## src/hw/rtl/utf8s_pkg.sv

```systemverilog
// Shared types, constants and lead-byte decode for the UTF-8 sanitizer.
`default_nettype none

package utf8s_pkg;

  localparam int unsigned ByteW  = 8;
  localparam int unsigned HoldN  = 3;
  localparam int unsigned LitN   = 4;

  typedef logic [ByteW-1:0] byte_t;

  // U+FFFD replacement character
  localparam byte_t ReplByte0 = 8'hEF;
  localparam byte_t ReplByte1 = 8'hBF;
  localparam byte_t ReplByte2 = 8'hBD;

  localparam logic [2:0] LenInvalid = 3'd0;
  localparam logic [2:0] LenAscii   = 3'd1;
  localparam logic [2:0] LenTwo     = 3'd2;
  localparam logic [2:0] LenThree   = 3'd3;
  localparam logic [2:0] LenFour    = 3'd4;

  localparam logic [1:0] ContTag    = 2'b10;

  // controller -> datapath
  typedef struct packed {
    logic load;
    logic repl_adv;
    logic lit_adv;
    logic sel_lit;
  } utf8s_cmd_t;

  // datapath -> controller
  typedef struct packed {
    logic new_repl;
    logic new_lit;
    logic repl_final;
    logic lit_final;
    logic has_lit;
    logic job_last;
  } utf8s_status_t;

  function automatic logic [2:0] lead_len(input byte_t b);
    logic [2:0] len;
    if (!b[7]) begin
      len = LenAscii;
    end else if (b[7:5] == 3'b110) begin
      len = LenTwo;
    end else if (b[7:4] == 4'b1110) begin
      len = LenThree;
    end else if (b[7:3] == 5'b11110) begin
      len = LenFour;
    end else begin
      len = LenInvalid;
    end
    return len;
  endfunction

endpackage

`default_nettype wire

```

## src/hw/rtl/utf8s_if.sv

```systemverilog
// Valid/ready stream interfaces for the sanitizer input and output channels.
`default_nettype none

interface utf8s_in_if;
  logic       valid;
  logic       ready;
  logic [7:0] in_byte;
  logic       last_byte;

  modport source (output valid, output in_byte, output last_byte, input ready);
  modport sink   (input valid, input in_byte, input last_byte, output ready);
endinterface

interface utf8s_out_if;
  logic       valid;
  logic       ready;
  logic [7:0] out_byte;
  logic       run_end;
  logic       string_end;

  modport source (output valid, output out_byte, output run_end, output string_end,
                  input ready);
  modport sink   (input valid, input out_byte, input run_end, input string_end,
                  output ready);
endinterface

`default_nettype wire

```

## src/hw/rtl/utf8s_ctrl.sv

```systemverilog
// Sanitizer controller: accepts a byte, then sequences replacement and literal output.
`default_nettype none

module utf8s_ctrl (
  input  logic                    clk_i,
  input  logic                    rst_ni,
  input  logic                    in_valid_i,
  input  logic                    out_ready_i,
  input  utf8s_pkg::utf8s_status_t status_i,
  output logic                    in_ready_o,
  output logic                    out_valid_o,
  output logic                    run_end_o,
  output logic                    string_end_o,
  output utf8s_pkg::utf8s_cmd_t    cmd_o
);

  localparam logic [1:0] StIdle = 2'd0;
  localparam logic [1:0] StRepl = 2'd1;
  localparam logic [1:0] StLit  = 2'd2;

  logic [1:0] state_q, state_d;

  always_comb begin
    state_d     = state_q;
    cmd_o       = '0;
    in_ready_o  = 1'b0;
    out_valid_o = 1'b0;
    run_end_o   = 1'b0;
    unique case (state_q)
      StIdle: begin
        in_ready_o = 1'b1;
        if (in_valid_i) begin
          cmd_o.load = 1'b1;
          if (status_i.new_repl) begin
            state_d = StRepl;
          end else if (status_i.new_lit) begin
            state_d = StLit;
          end
        end
      end
      StRepl: begin
        out_valid_o = 1'b1;
        run_end_o   = status_i.repl_final & ~status_i.has_lit;
        if (out_ready_i) begin
          cmd_o.repl_adv = 1'b1;
          if (status_i.repl_final) begin
            state_d = status_i.has_lit ? StLit : StIdle;
          end
        end
      end
      StLit: begin
        out_valid_o   = 1'b1;
        cmd_o.sel_lit = 1'b1;
        run_end_o     = status_i.lit_final;
        if (out_ready_i) begin
          cmd_o.lit_adv = 1'b1;
          if (status_i.lit_final) begin
            state_d = StIdle;
          end
        end
      end
      default: begin
        state_d = StIdle;
      end
    endcase
  end

  assign string_end_o = run_end_o & status_i.job_last;

  always_ff @(posedge clk_i or negedge rst_ni) begin
    if (!rst_ni) begin
      state_q <= StIdle;
    end else begin
      state_q <= state_d;
    end
  end

endmodule

`default_nettype wire

```

## src/hw/rtl/utf8s_dp.sv

```systemverilog
// Sanitizer datapath: held-sequence state, per-transaction job registers, output mux.
`default_nettype none

module utf8s_dp (
  input  logic                     clk_i,
  input  logic                     rst_ni,
  input  utf8s_pkg::utf8s_cmd_t     cmd_i,
  input  utf8s_pkg::byte_t          in_byte_i,
  input  logic                     last_byte_i,
  output utf8s_pkg::utf8s_status_t  status_o,
  output utf8s_pkg::byte_t          out_byte_o
);

  localparam logic [1:0] TriLast = 2'd2;

  // held sequence
  utf8s_pkg::byte_t pend_q [utf8s_pkg::HoldN];
  logic [1:0]       cnt_q, cnt_d;
  logic [2:0]       explen_q, explen_d;

  // current job
  utf8s_pkg::byte_t lit_buf_q [utf8s_pkg::LitN];
  utf8s_pkg::byte_t lit_buf_d [utf8s_pkg::LitN];
  logic [2:0]       lit_n_q, lit_n_d;
  logic [1:0]       lit_idx_q;
  logic [2:0]       repl_left_q, repl_n;
  logic [1:0]       tri_idx_q;
  logic             job_last_q;

  logic       holding, is_cont, complete, store, broken, take_lead, hold_lead;
  logic [2:0] len;
  logic [1:0] lit_from_pend;

  always_comb begin
    holding   = (cnt_q != 2'd0);
    is_cont   = (in_byte_i[7:6] == utf8s_pkg::ContTag);
    len       = utf8s_pkg::lead_len(in_byte_i);
    complete  = holding & is_cont & (({1'b0, cnt_q} + 3'd1) >= explen_q);
    store     = holding & is_cont & ~complete;
    broken    = holding & ~is_cont;
    take_lead = ~holding | broken;
    hold_lead = take_lead & (len >= utf8s_pkg::LenTwo);

    repl_n = '0;
    if (broken) begin
      repl_n = {1'b0, cnt_q};
    end
    if (store && last_byte_i) begin
      repl_n = {1'b0, cnt_q} + 3'd1;
    end
    if (take_lead && len == utf8s_pkg::LenInvalid) begin
      repl_n = repl_n + 3'd1;
    end
    if (hold_lead && last_byte_i) begin
      repl_n = repl_n + 3'd1;
    end

    lit_n_d = '0;
    if (complete) begin
      lit_n_d = {1'b0, cnt_q} + 3'd1;
    end else if (take_lead && len == utf8s_pkg::LenAscii) begin
      lit_n_d = 3'd1;
    end

    lit_from_pend = complete ? cnt_q : 2'd0;
    for (int i = 0; i < utf8s_pkg::HoldN; i++) begin
      lit_buf_d[i] = (2'(i) < lit_from_pend) ? pend_q[i] : in_byte_i;
    end
    lit_buf_d[utf8s_pkg::LitN-1] = in_byte_i;

    cnt_d    = cnt_q;
    explen_d = explen_q;
    if (complete) begin
      cnt_d    = 2'd0;
      explen_d = 3'd0;
    end else if (store) begin
      cnt_d = cnt_q + 2'd1;
    end else if (hold_lead) begin
      cnt_d    = 2'd1;
      explen_d = len;
    end else begin
      cnt_d    = 2'd0;
      explen_d = 3'd0;
    end
    if (last_byte_i) begin
      cnt_d    = 2'd0;
      explen_d = 3'd0;
    end
  end

  always_ff @(posedge clk_i) begin
    if (cmd_i.load) begin
      for (int i = 0; i < utf8s_pkg::HoldN; i++) begin
        if (store && cnt_q == 2'(i)) begin
          pend_q[i] <= in_byte_i;
        end
      end
      if (hold_lead) begin
        pend_q[0] <= in_byte_i;
      end
      for (int i = 0; i < utf8s_pkg::LitN; i++) begin
        lit_buf_q[i] <= lit_buf_d[i];
      end
      job_last_q <= last_byte_i;
    end
  end

  always_ff @(posedge clk_i or negedge rst_ni) begin
    if (!rst_ni) begin
      cnt_q       <= '0;
      explen_q    <= '0;
      lit_n_q     <= '0;
      lit_idx_q   <= '0;
      repl_left_q <= '0;
      tri_idx_q   <= '0;
    end else if (cmd_i.load) begin
      cnt_q       <= cnt_d;
      explen_q    <= explen_d;
      lit_n_q     <= lit_n_d;
      lit_idx_q   <= '0;
      repl_left_q <= repl_n;
      tri_idx_q   <= '0;
    end else begin
      if (cmd_i.repl_adv) begin
        if (tri_idx_q == TriLast) begin
          tri_idx_q   <= '0;
          repl_left_q <= repl_left_q - 3'd1;
        end else begin
          tri_idx_q <= tri_idx_q + 2'd1;
        end
      end
      if (cmd_i.lit_adv) begin
        lit_idx_q <= lit_idx_q + 2'd1;
      end
    end
  end

  always_comb begin
    status_o.new_repl   = (repl_n != 3'd0);
    status_o.new_lit    = (lit_n_d != 3'd0);
    status_o.repl_final = (tri_idx_q == TriLast) && (repl_left_q == 3'd1);
    status_o.lit_final  = ({1'b0, lit_idx_q} == (lit_n_q - 3'd1));
    status_o.has_lit    = (lit_n_q != 3'd0);
    status_o.job_last   = job_last_q;
  end

  always_comb begin
    if (cmd_i.sel_lit) begin
      out_byte_o = lit_buf_q[lit_idx_q];
    end else begin
      case (tri_idx_q)
        2'd0:    out_byte_o = utf8s_pkg::ReplByte0;
        2'd1:    out_byte_o = utf8s_pkg::ReplByte1;
        default: out_byte_o = utf8s_pkg::ReplByte2;
      endcase
    end
  end

  // held state consistency
  a_empty_no_len: assert property (@(posedge clk_i) disable iff (!rst_ni)
    (cnt_q == 2'd0) |-> (explen_q == 3'd0))
    else $error("expected length set with nothing held");

  a_held_below_len: assert property (@(posedge clk_i) disable iff (!rst_ni)
    (cnt_q != 2'd0) |-> (explen_q > {1'b0, cnt_q}) && (explen_q <= utf8s_pkg::LenFour))
    else $error("held count not below sequence length");

  a_repl_bound: assert property (@(posedge clk_i) disable iff (!rst_ni)
    (repl_left_q <= 3'd4) && (lit_n_q <= 3'd4))
    else $error("job counts out of range");

  a_last_clears: assert property (@(posedge clk_i) disable iff (!rst_ni)
    (cmd_i.load && last_byte_i) |=> (cnt_q == 2'd0))
    else $error("held bytes remain after end of string");

endmodule

`default_nettype wire

```

## src/hw/rtl/utf8_sanitizer_top.sv

```systemverilog
// UTF-8 sanitizer top level: controller plus datapath on two stream channels.
//
// Usage:
//   in_i  carries one raw byte per transaction (in_byte) with last_byte set on the
//         final byte of a string. out_o carries the sanitized byte stream;
//         run_end marks the last output byte caused by an input byte and
//         string_end the last output byte of a string.
//   A complete 10xxxxxx-continued sequence passes through unchanged; every
//   byte that cannot start or finish a sequence becomes EF BF BD.
// Timing:
//   An input byte is taken in the idle state; its output bytes follow one per
//   cycle while out ready is high, starting the next cycle. No new input byte is
//   taken until they are all sent; a byte that is only held leaves the block idle.
//   Output is sequenced by the single output byte sequencer in the controller.
// Reset:
//   rst_ni clears the held-sequence count and the controller to idle.
// Stall:
//   While out ready is low the current output byte and its flags hold, and no
//   new input byte is accepted.
`default_nettype none

module utf8_sanitizer_top (
  input  logic          clk_i,
  input  logic          rst_ni,
  utf8s_in_if.sink      in_i,
  utf8s_out_if.source   out_o
);

  utf8s_pkg::utf8s_cmd_t    cmd;
  utf8s_pkg::utf8s_status_t status;
  utf8s_pkg::byte_t         out_byte;
  logic                     in_ready;
  logic                     out_valid;
  logic                     run_end;
  logic                     string_end;

  utf8s_ctrl u_ctrl (
    .clk_i        (clk_i),
    .rst_ni       (rst_ni),
    .in_valid_i   (in_i.valid),
    .out_ready_i  (out_o.ready),
    .status_i     (status),
    .in_ready_o   (in_ready),
    .out_valid_o  (out_valid),
    .run_end_o    (run_end),
    .string_end_o (string_end),
    .cmd_o        (cmd)
  );

  utf8s_dp u_dp (
    .clk_i       (clk_i),
    .rst_ni      (rst_ni),
    .cmd_i       (cmd),
    .in_byte_i   (in_i.in_byte),
    .last_byte_i (in_i.last_byte),
    .status_o    (status),
    .out_byte_o  (out_byte)
  );

  assign in_i.ready       = in_ready;
  assign out_o.valid      = out_valid;
  assign out_o.out_byte   = out_byte;
  assign out_o.run_end    = run_end;
  assign out_o.string_end = string_end;

endmodule

`default_nettype wire
```

## src/flat_wrapper.sv

```systemverilog
// flat-port wrapper written by rule: the top's interface ports become plain ports
module utf8_sanitizer_top_flat 
  (clk_i, rst_ni, in_i_valid, in_i_in_byte, in_i_last_byte, in_i_ready, out_o_valid, out_o_out_byte, out_o_run_end, out_o_string_end, out_o_ready);
  utf8s_in_if in_i_i ();
  utf8s_out_if out_o_i ();
  input  logic clk_i;
  input  logic rst_ni;
  input wire logic [$bits(in_i_i.valid)-1:0] in_i_valid;
  input wire logic [$bits(in_i_i.in_byte)-1:0] in_i_in_byte;
  input wire logic [$bits(in_i_i.last_byte)-1:0] in_i_last_byte;
  output wire logic [$bits(in_i_i.ready)-1:0] in_i_ready;
  output wire logic [$bits(out_o_i.valid)-1:0] out_o_valid;
  output wire logic [$bits(out_o_i.out_byte)-1:0] out_o_out_byte;
  output wire logic [$bits(out_o_i.run_end)-1:0] out_o_run_end;
  output wire logic [$bits(out_o_i.string_end)-1:0] out_o_string_end;
  input wire logic [$bits(out_o_i.ready)-1:0] out_o_ready;
  assign in_i_i.valid = in_i_valid;
  assign in_i_i.in_byte = in_i_in_byte;
  assign in_i_i.last_byte = in_i_last_byte;
  assign in_i_ready = in_i_i.ready;
  assign out_o_valid = out_o_i.valid;
  assign out_o_out_byte = out_o_i.out_byte;
  assign out_o_run_end = out_o_i.run_end;
  assign out_o_string_end = out_o_i.string_end;
  assign out_o_i.ready = out_o_ready;
  utf8_sanitizer_top u_core (.clk_i(clk_i), .rst_ni(rst_ni), .in_i(in_i_i), .out_o(out_o_i));
endmodule
```

## config.mk

```make
export PLATFORM = sky130hd
export DESIGN_NAME = utf8_sanitizer_top_flat
export DESIGN_NICKNAME = d
export VERILOG_FILES = /design/src/hw/rtl/utf8s_pkg.sv /design/src/hw/rtl/utf8s_if.sv /design/src/hw/rtl/utf8s_ctrl.sv /design/src/hw/rtl/utf8s_dp.sv /design/src/hw/rtl/utf8_sanitizer_top.sv /design/src/flat_wrapper.sv
export SDC_FILE = /design/constraint.sdc
export NUM_CORES = 1
export LEC_CHECK = 0
export ABC_AREA = 1
export ABC_CLOCK_PERIOD_IN_PS = 5200
export BUFFER_PORTS_ARGS = -buffer_cell sky130_fd_sc_hd__buf_2
export CAP_MARGIN = 20
export CORE_UTILIZATION = 56
export CTS_CLUSTER_DIAMETER = 30
export DETAILED_ROUTE_END_ITERATION = 10
export GPL_TIMING_DRIVEN = 0
export HOLD_SLACK_MARGIN = 0.05
export MAX_ROUTING_LAYER = met4
export PLACE_DENSITY = 0.75
export SETUP_SLACK_MARGIN = 0.3
export SYNTH_ARGS = -nofsm -noshare
export SYNTH_HDL_FRONTEND = slang
export SYNTH_SLANG_ARGS = --single-unit
```

## constraint.sdc

```tcl
create_clock -name clk_i -period 5.2 [get_ports clk_i]
set_clock_uncertainty 0.05 [all_clocks]
set_input_delay 1.3 -clock clk_i [delete_from_list [all_inputs] [get_ports clk_i]]
set_output_delay 1.3 -clock clk_i [all_outputs]
set_load 0.02 [all_outputs]
```

==> results.txt, run 1 <==
Summing all multi-input logic gate instances after layout gives 0.001311 mm². In this run the mean area of a mapped cell was 9.878 µm². Among cell families on the critical path, the largest total delay comes from buffers and inverters.

For the post-layout worst setup margin, the log shows 1.580 ns. The top fanout value on the critical path was 10. The count of buffers added on input and output ports is 24. The logs give 25 for the number of top-level pins and 0.2506 for the overall global routing resource usage.

The number of warnings printed during yosys synthesis was 0; the floorplan die height was 82.90 µm. Dividing the detail-routed via count by the number of cells gives 5.557. Leaving out fill and tap cells, the most frequent cells in the layout are 68 x nand2_1, 57 x edfxtp_1, 45 x nor2_1. The tools report the post-detailed-route count of antenna-violating nets as 0. The flow ran to the end, and the final reports show no timing, DRC or antenna violations.

The portion of the clock cycle consumed by the worst path in the final layout was 0.6962; the final routed wirelength across all metal layers was 7792 µm. The number of sinks driven by the clock tree was 74; the initial detailed-routing violation count was 179. The placeable core area came out at 0.006350 mm². For the pin with the worst max-slew slack, the measured transition is 0.9306 ns. The category of the most critical setup path is flop to primary output.

The tools report the number of fillers in the final layout as 492. The worst max-slew margin expressed relative to the limit was 0.3796. The floorplan step set the die width to 82.90 µm. Derived from the worst setup path, the maximum achievable clock frequency is 276.2 MHz. The fraction of the yosys area taken by sequential cells was 0.5831; the residual overflow from global routing was 0. The pin count of the biggest net entering global routing was 43; the number of maximum-capacitance constraint violations was 0. The number of nets handed over by synthesis was 400. The cell at the root of the clock tree is clkbuf_8. Detailed routing inserted a total of 2712 vias.

The cell with the biggest individual delay on the critical path was clkbuf_1. The worst stage delay on the critical path was 0.43 ns; the count of buffer and inverter cells on the critical path was 3. The most common cell after layout, fill and taps aside was nand2_1.

The final hold violation count was 0; the synthesis-to-finish area growth was 12.50%. Summing every instance area after synthesis gives 0.003665 mm². The max-slew violation count is 0, and the net total in the final layout is 435.

The first detailed-routing pass took 4 iterations. The wire length of the first global-routing pass is 12850 µm. The tools report the number of setup buffers added after CTS as 0. IR analysis of the VDD net gives a maximum drop of 0.3465 mV. Clock-pin slew was measured on the worst setup and hold paths at 0.08 ns.

The tightest min-delay check is of the flop to flop type. For the sum of net half-perimeters after detailed placement, the log shows 5457 µm. The logs give 0.001702 µW for the cell leakage power and 0.5771 for the effective utilization at floorplan.

The power density over the cells was 466.5 mW/mm². The primary flip-flop cell chosen by synthesis mapping is edfxtp_1. The minimum clock period was 3.620 ns.

In this run the deepest clock path goes through 2 buffers. The clock latency of the later-clocked register in the worst-skew pair was 0.36 ns. The floorplan step defined a die boundary enclosing 0.006872 mm².

In this run, synthesis produced a sequential element count of 74. At the placement stage, the worst setup path has a slack of 1.618 ns. Setup violations remaining at the end of the flow were counted as 0.

The logs give 0.002137 mm² for the sequential cell area in the final layout and 3.85 ns for the required time at the worst-slack endpoint. The startpoint kind of the worst setup timing path is a flop. 0 antenna diodes ended up in the layout.

The number of antenna violations at the first check in global routing was 0. Setup repair after global routing left no endpoint under its margin. In this run, post-CTS hold repair placed 0 buffers. For the via count of the first global-routing pass, the log shows 2641. The floorplan has 29 rows.

For flop-to-flop paths, the worst setup slack is 1.79 ns. Yosys mapped a number of flops with a built-in enable equal to 57. The total CTS buffers was 9; the async set-or-reset flop fraction in the synthesized netlist was 0.2297.

Gates resized during post-CTS repair numbered 0. The congestion estimate from routability-driven global placement came to 0.8824. The instance count of the mapped netlist was 371.

At the worst endpoint, the arrival time is 2.27 ns. CTS built an H-tree with a depth of 3. The worst setup path is captured at a primary output. The critical path goes through clkbuf_1, clkbuf_1, nor2_1, nor2_1, o21ai_0, a31oi_1, buf_2. The number of unique standard cell types used by synthesis is 34.

Dividing the detail-routed wire length by the instance count gives 15.97 µm. The number of DRC violations after detailed routing is 0, and the share of post-route cells with drive strength above 1 is 0.1509. For the final routed database, the setup TNS stands at 0 ns. TritonCTS built the clock tree.
kinds of logic after synthesis:
logic type / Yosys count / synth area share
and+or+nand+nor: 154 / 0.1871
DFF: 74 / 0.5831
AOI/OAI and AO/OA: 67 / 0.1065
buffers and inverters: 56 / 0.05907
adders and majority gates: 16 / 0.05463
xor gates and xnor gates: 4 / 0.009561
path summary, 6_finish.rpt:
kind / cells after the start / to / start
max in group asynchronous: 1 / u_core.u_dp.cnt_q[1] / rst_ni
worst min register to register: 2 / u_core.u_dp.explen_q[0] / u_core.u_dp.explen_q[0]
min in group asynchronous: 1 / u_core.u_dp.tri_idx_q[0] / rst_ni
worst max-delay path: 7 / out_o_out_byte[6] / u_core.u_dp.lit_idx_q[0]
worst max register to register: 25 / u_core.u_ctrl.state_q[0] / u_core.u_dp.cnt_q[0]
worst min-delay path: 2 / u_core.u_dp.explen_q[0] / u_core.u_dp.explen_q[0]
power by group:
group / total [µW] / internal, µW / switching [µW]
Sequential: 793 / 750 / 43.3
Clock: 536 / 320 / 216
Combinational: 594 / 183 / 411
synthesized netlist by cell type (2+ instances only):
| cell | count | area, µm² |
|---|---|---|
| edfxtp_1 | 57 | 1712 |
| nand2_2 | 4 | 25.02 |
| o311ai_0 | 5 | 43.79 |
| clkbuf_1 | 8 | 30.03 |
| nor2_1 | 45 | 168.9 |
| nand2_1 | 68 | 255.2 |
| ha_1 | 16 | 200.2 |
| nand3_1 | 17 | 85.08 |
| o21ai_0 | 41 | 205.2 |
| xor2_1 | 3 | 26.28 |
| a21oi_1 | 10 | 50.05 |
| inv_1 | 42 | 157.7 |
| nor2_2 | 3 | 18.77 |
| o22ai_1 | 2 | 12.51 |
| nor2_4 | 2 | 22.52 |
| buf_2 | 2 | 10.01 |
| nand4_1 | 4 | 25.02 |
| dfrtp_1 | 17 | 425.4 |
| nand3_2 | 5 | 50.05 |
| inv_2 | 3 | 11.26 |
| nor3_1 | 3 | 15.01 |
| o32ai_1 | 2 | 17.52 |
stage by stage:
| step | total power, µW | hold slack, ns | cells | utilization | cell area (µm²) |
|---|---|---|---|---|---|
| after floorplan | 1217 | 0.4166 | 371 | - | 3665 |
| after global placement | 1363 | 0.4408 | 472 | 0.6112 | 3881 |
| after detailed placement | 1389 | 0.4528 | 472 | 0.6114 | 3882 |
| after CTS | 1924 | 0.4711 | 488 | 0.6493 | 4123 |
| after global routing | 2030 | 0.4863 | 488 | 0.6493 | 4123 |
| final | 1923 | 0.4628 | 488 | 0.6493 | 4123 |
worst register-to-register path, delay by kind of cell (launching register included):
kind          cells  cell delay, ns
simple gates     16            1.41
fa+ha+maj         4            1.07
flops             1            0.46
buf+inv           5            0.37
routing by layer:
layer / vias up / wire, µm / global-route usage
met3: 9 / 477 / 0.03976
met2: 114 / 3558 / 0.3703
met5: - / 0 / -
met1: 1257 / 3620 / 0.3432
li1: 1332 / - / -
met4: 0 / 134 / 0.1160
registers in the layout, indices dropped and copies added (netlist names):
name,flops
u_core.u_dp.tri_idx_q,2
u_core.u_dp.lit_buf_q,32
u_core.u_dp.lit_n_q,3
u_core.u_dp.explen_q,3
u_core.u_ctrl.state_q,2
u_core.u_dp.lit_idx_q,2
u_core.u_dp.repl_left_q,3
u_core.u_dp.pend_q,24
u_core.u_dp.job_last_q,1
u_core.u_dp.cnt_q,2
cell type report:
type                       count  area share
inverter                      45     0.04097
sequential                    74      0.5184
clock buffer                  10     0.03096
clock inverter                 6     0.02731
tap                           77     0.02337
timing repair buffer          24     0.02914
buffer                        11     0.01184
multi-input combinational    241      0.3181
Power figures use the tool's default switching activity.
==> run 2: changes to the inputs <==
Settings changed: ABC_CLOCK_PERIOD_IN_PS 5200 to 3000, CORE_UTILIZATION 56 to 54.
Clock period 5.2 ns to 3 ns, I/O delays scaled along.
==> results.txt, run 2 (synthesis results as in run 1) <==
The initial detailed-routing violation count was 163. Once detailed placement completed, the half-perimeter wirelength came to 5384 µm. The clock tree synthesis step divided the H-tree into 3 levels. The area of placed instances is 0.003930 mm². Counting the buffers created by CTS gives 9. Among cell families on the critical path, the largest total delay comes from simple AND/OR/NAND/NOR gates. The worst IR drop on VDD was 0.3452 mV. The final RePlAce weighted congestion was 0.9030. For the number of sinks driven by the clock tree, the log shows 74.

The tightest min-delay check is of the input pin to asynchronous set/reset pin type. The residual overflow from global routing was 0. The register-to-register setup slack was 0.12 ns. The sum of internal, switching and leakage power was 3288 µW; the top fanout value on the critical path was 4. The setup path with the least slack is of type flop to flop. The repair_antennas step left the layout with diodes totalling 0.

In this run the vertical extent of the chip is 84.38 µm. The flow ran to the end, but the final reports show violations. The switching portion of total power came out at 0.3643. The max-slew violation count was 0. TritonCTS built the clock tree. The final hold violation count was 0; the overall global routing resource usage was 0.2514. The later pin in the worst-skew pair is clocked with a latency of 0.34 ns. Entering global routing, the biggest net connects 43 pins. The register with the most flip-flops in the layout has 32 of them.

The run gives 472 as the placed instance count. The internal power of the cells totals 2091 µW. The count of buffer and inverter cells on the critical path is 4.

The worst setup path is launched from a flop. Number of buffers inserted for hold repair after clock tree synthesis: 0. Setup violations remaining at the end of the flow were counted as 0. Derived from the worst setup path, the maximum achievable clock frequency is 347.7 MHz. In this run the clock root is driven by a clkbuf_8.

Leaving out filler cells and counting taps, the final layout contains 500. Input and output buffers added on the ports amount to 24. The smallest clock period supported by the final layout is computed as 2.876 ns.

For this design the top-level I/O count stands at 25. At the pin with the least slew margin, the transition time is 0.6411 ns. The critical path's most frequent cell was ha_4.

Max-cap violations in this run came to 0. Via count: 2805. Clock-pin slew was measured on the worst setup and hold paths at 0.08 ns.

The via count of the first global-routing pass was 2710. The run gives 0.5710 as the worst max-slew margin expressed relative to the limit. Required time at the worst-slack endpoint: 3.23 ns. The via density per instance was 5.610; the width of the die was 84.38 µm. Synthesis-to-finish area growth: 19.05%. The library cell used most frequently in the layout, excluding fill and tap cells, is nand2_1.

The portion of the clock cycle consumed by the worst path in the final layout works out to 0.9588. For this block, wires on met1 add up to 3703 µm. The worst setup path is captured at a flop. For this run, the post-layout net count is 447. In this run the power spent charging and discharging nets is 1198 µW. The number of antenna violations at the first check in global routing is 0. The checks that failed: design-rule violations. The effective utilization at floorplan was 0.5674. The core region is 0.006459 mm². The final routed wirelength across all metal layers is 8024 µm, and the detailed-router iteration count before antenna repair is 9.

The tools report the portion of total power attributed to sequential cells as 0.417. Leaving out fill and tap cells, the most frequent cells in the layout are 60 x nand2_1, 57 x edfxtp_1, 41 x nor2_1. Detailed routing placed a total of 3679 µm of wire on met2.

On the critical path, the stage with the largest delay is an instance of dfrtp_1. The tools report the met3 wirelength from detailed routing as 497 µm. Floorplan row count: 29. In this design, the stage delay of the slowest critical-path cell is 0.42 ns.

The critical path goes through inv_2, ha_4, ha_4, a21oi_2, nand2_4, nor2_4, nand3_4, nand2_4, ha_4, inv_2, nand2_2, nand2_2, inv_2, ha_4, inv_4, nor2_4, nor2_2, nand3_2, nor2_4, nand3_2, nand2_2, nand2_1, nand2_1. The power density over the cells is 753.7 mW/mm². STA puts the critical path data arrival time at 3.11 ns.

The startpoint of the worst-slack reg-to-reg timing path is u_core.u_dp.cnt_q[1]. Logic gate share of total power: 0.355. The uppermost metal layer occupied by signal nets was met4. The worst register-to-register path ends at u_core.u_ctrl.state_q[1].

The path depth of the worst reg2reg path is 23. The tools report the cell leakage power as 0.001769 µW. The largest registers in the layout are u_core.u_dp.lit_buf_q: 32 flops, u_core.u_dp.pend_q: 24 flops. The part of the power in the clock network is 0.229, and the wire length of the first global-routing pass is 13170 µm.

Setup repair after global routing could not meet its margin everywhere. The run gives 0 as the post-detailed-route count of antenna-violating nets. The die covers 0.007120 mm². The share of post-route cells with drive strength above 1 works out to 0.2600.

The routed length per placed instance came out at 16.05 µm. Once layout is done, the placed cells without fillers occupy 0.004363 mm². In this run the deepest clock path goes through 2 buffers. Register containing the most flip-flops in the final layout: u_core.u_dp.lit_buf_q. After detailed routing, the number of remaining DRC violations is 2.
run 2: changes by cell type in the layout (fill, tap and decap cells not counted), moves of 3 or more:
cell	delta
buf_4	+12
clkbuf_1	-6
clkbuf_4	+4
ha_1	-6
ha_4	+6
inv_1	-6
inv_2	+4
nand2_1	-8
nand2_2	+5
nand2_4	+3
nor2_1	-4
nor2_4	+3
run 2: area by class of cell:
| type | instances | area, µm² |
|---|---|---|
| multi-input cells | 241 | 1479 |
| well taps | 77 | 96.34 |
| clock buffers | 10 | 127.6 |
| plain buffers | 11 | 72.57 |
| inverters | 45 | 173.9 |
| flip-flops and latches | 74 | 2138 |
| repair buffers | 36 | 210.2 |
| fillers | 492 | 2096 |
| clock inverters | 6 | 65.06 |
run 2: power groups by stage:
stage	Sequential [µW]	Clock (µW)	Combinational (µW)
final	1370	753	1170
after global routing	1390	810	1300
after CTS	1370	763	1090
after detailed placement	1390	0	1020
after global placement	1390	0	991
after floorplan	1370	0	757
run 2: how the worst max path moves through the flow:
stage	startpoint	endpoint	depth (start not counted)
global route	u_core.u_dp.cnt_q[1]	u_core.u_ctrl.state_q[1]	23
global placement	u_core.u_dp.cnt_q[0]	u_core.u_ctrl.state_q[1]	25
CTS	u_core.u_dp.cnt_q[1]	u_core.u_ctrl.state_q[1]	25
finish	u_core.u_dp.cnt_q[1]	u_core.u_ctrl.state_q[1]	23
detailed placement	u_core.u_dp.cnt_q[0]	u_core.u_ctrl.state_q[1]	25
floorplan	u_core.u_dp.cnt_q[0]	u_core.u_ctrl.state_q[1]	23
run 2: repair_timing:
| item | CTS | global route |
|---|---|---|
| pin swaps | 4 | 4 |
| gates resized for setup | 17 | 35 |
| setup endpoints to repair | 34 | 47 |
| buffers inserted | 8 | 4 |
run 2: worst register-to-register path: cells and delay by family (launching register included):
| kind | cells | cell delay [ns] |
|---|---|---|
| flops | 1 | 0.42 |
| simple gates | 14 | 1.17 |
| compound gates | 1 | 0.20 |
| fa+ha+maj | 4 | 0.77 |
| buf+inv | 4 | 0.22 |
run 2: stage by stage:
stage	hold WS [ns]	TNS (ns)	utilization	setup slack (ns)
global placement	0.4392	-0.2019	0.6085	-0.1066
finish	0.2732	0	0.6755	0.1237
floorplan	0.4044	0	-	0.1486
global route	0.3031	-0.06308	0.6755	-0.03578
detailed placement	0.4488	-0.2471	0.6085	-0.1299
CTS	0.2791	0	0.6559	0.1195
run 2: routing by layer:
metal  GRT usage  up-vias
met5           -        -
met4      0.1094        0
met3     0.04425       15
met2      0.3651      112
met1      0.3507     1314
li1            -     1364
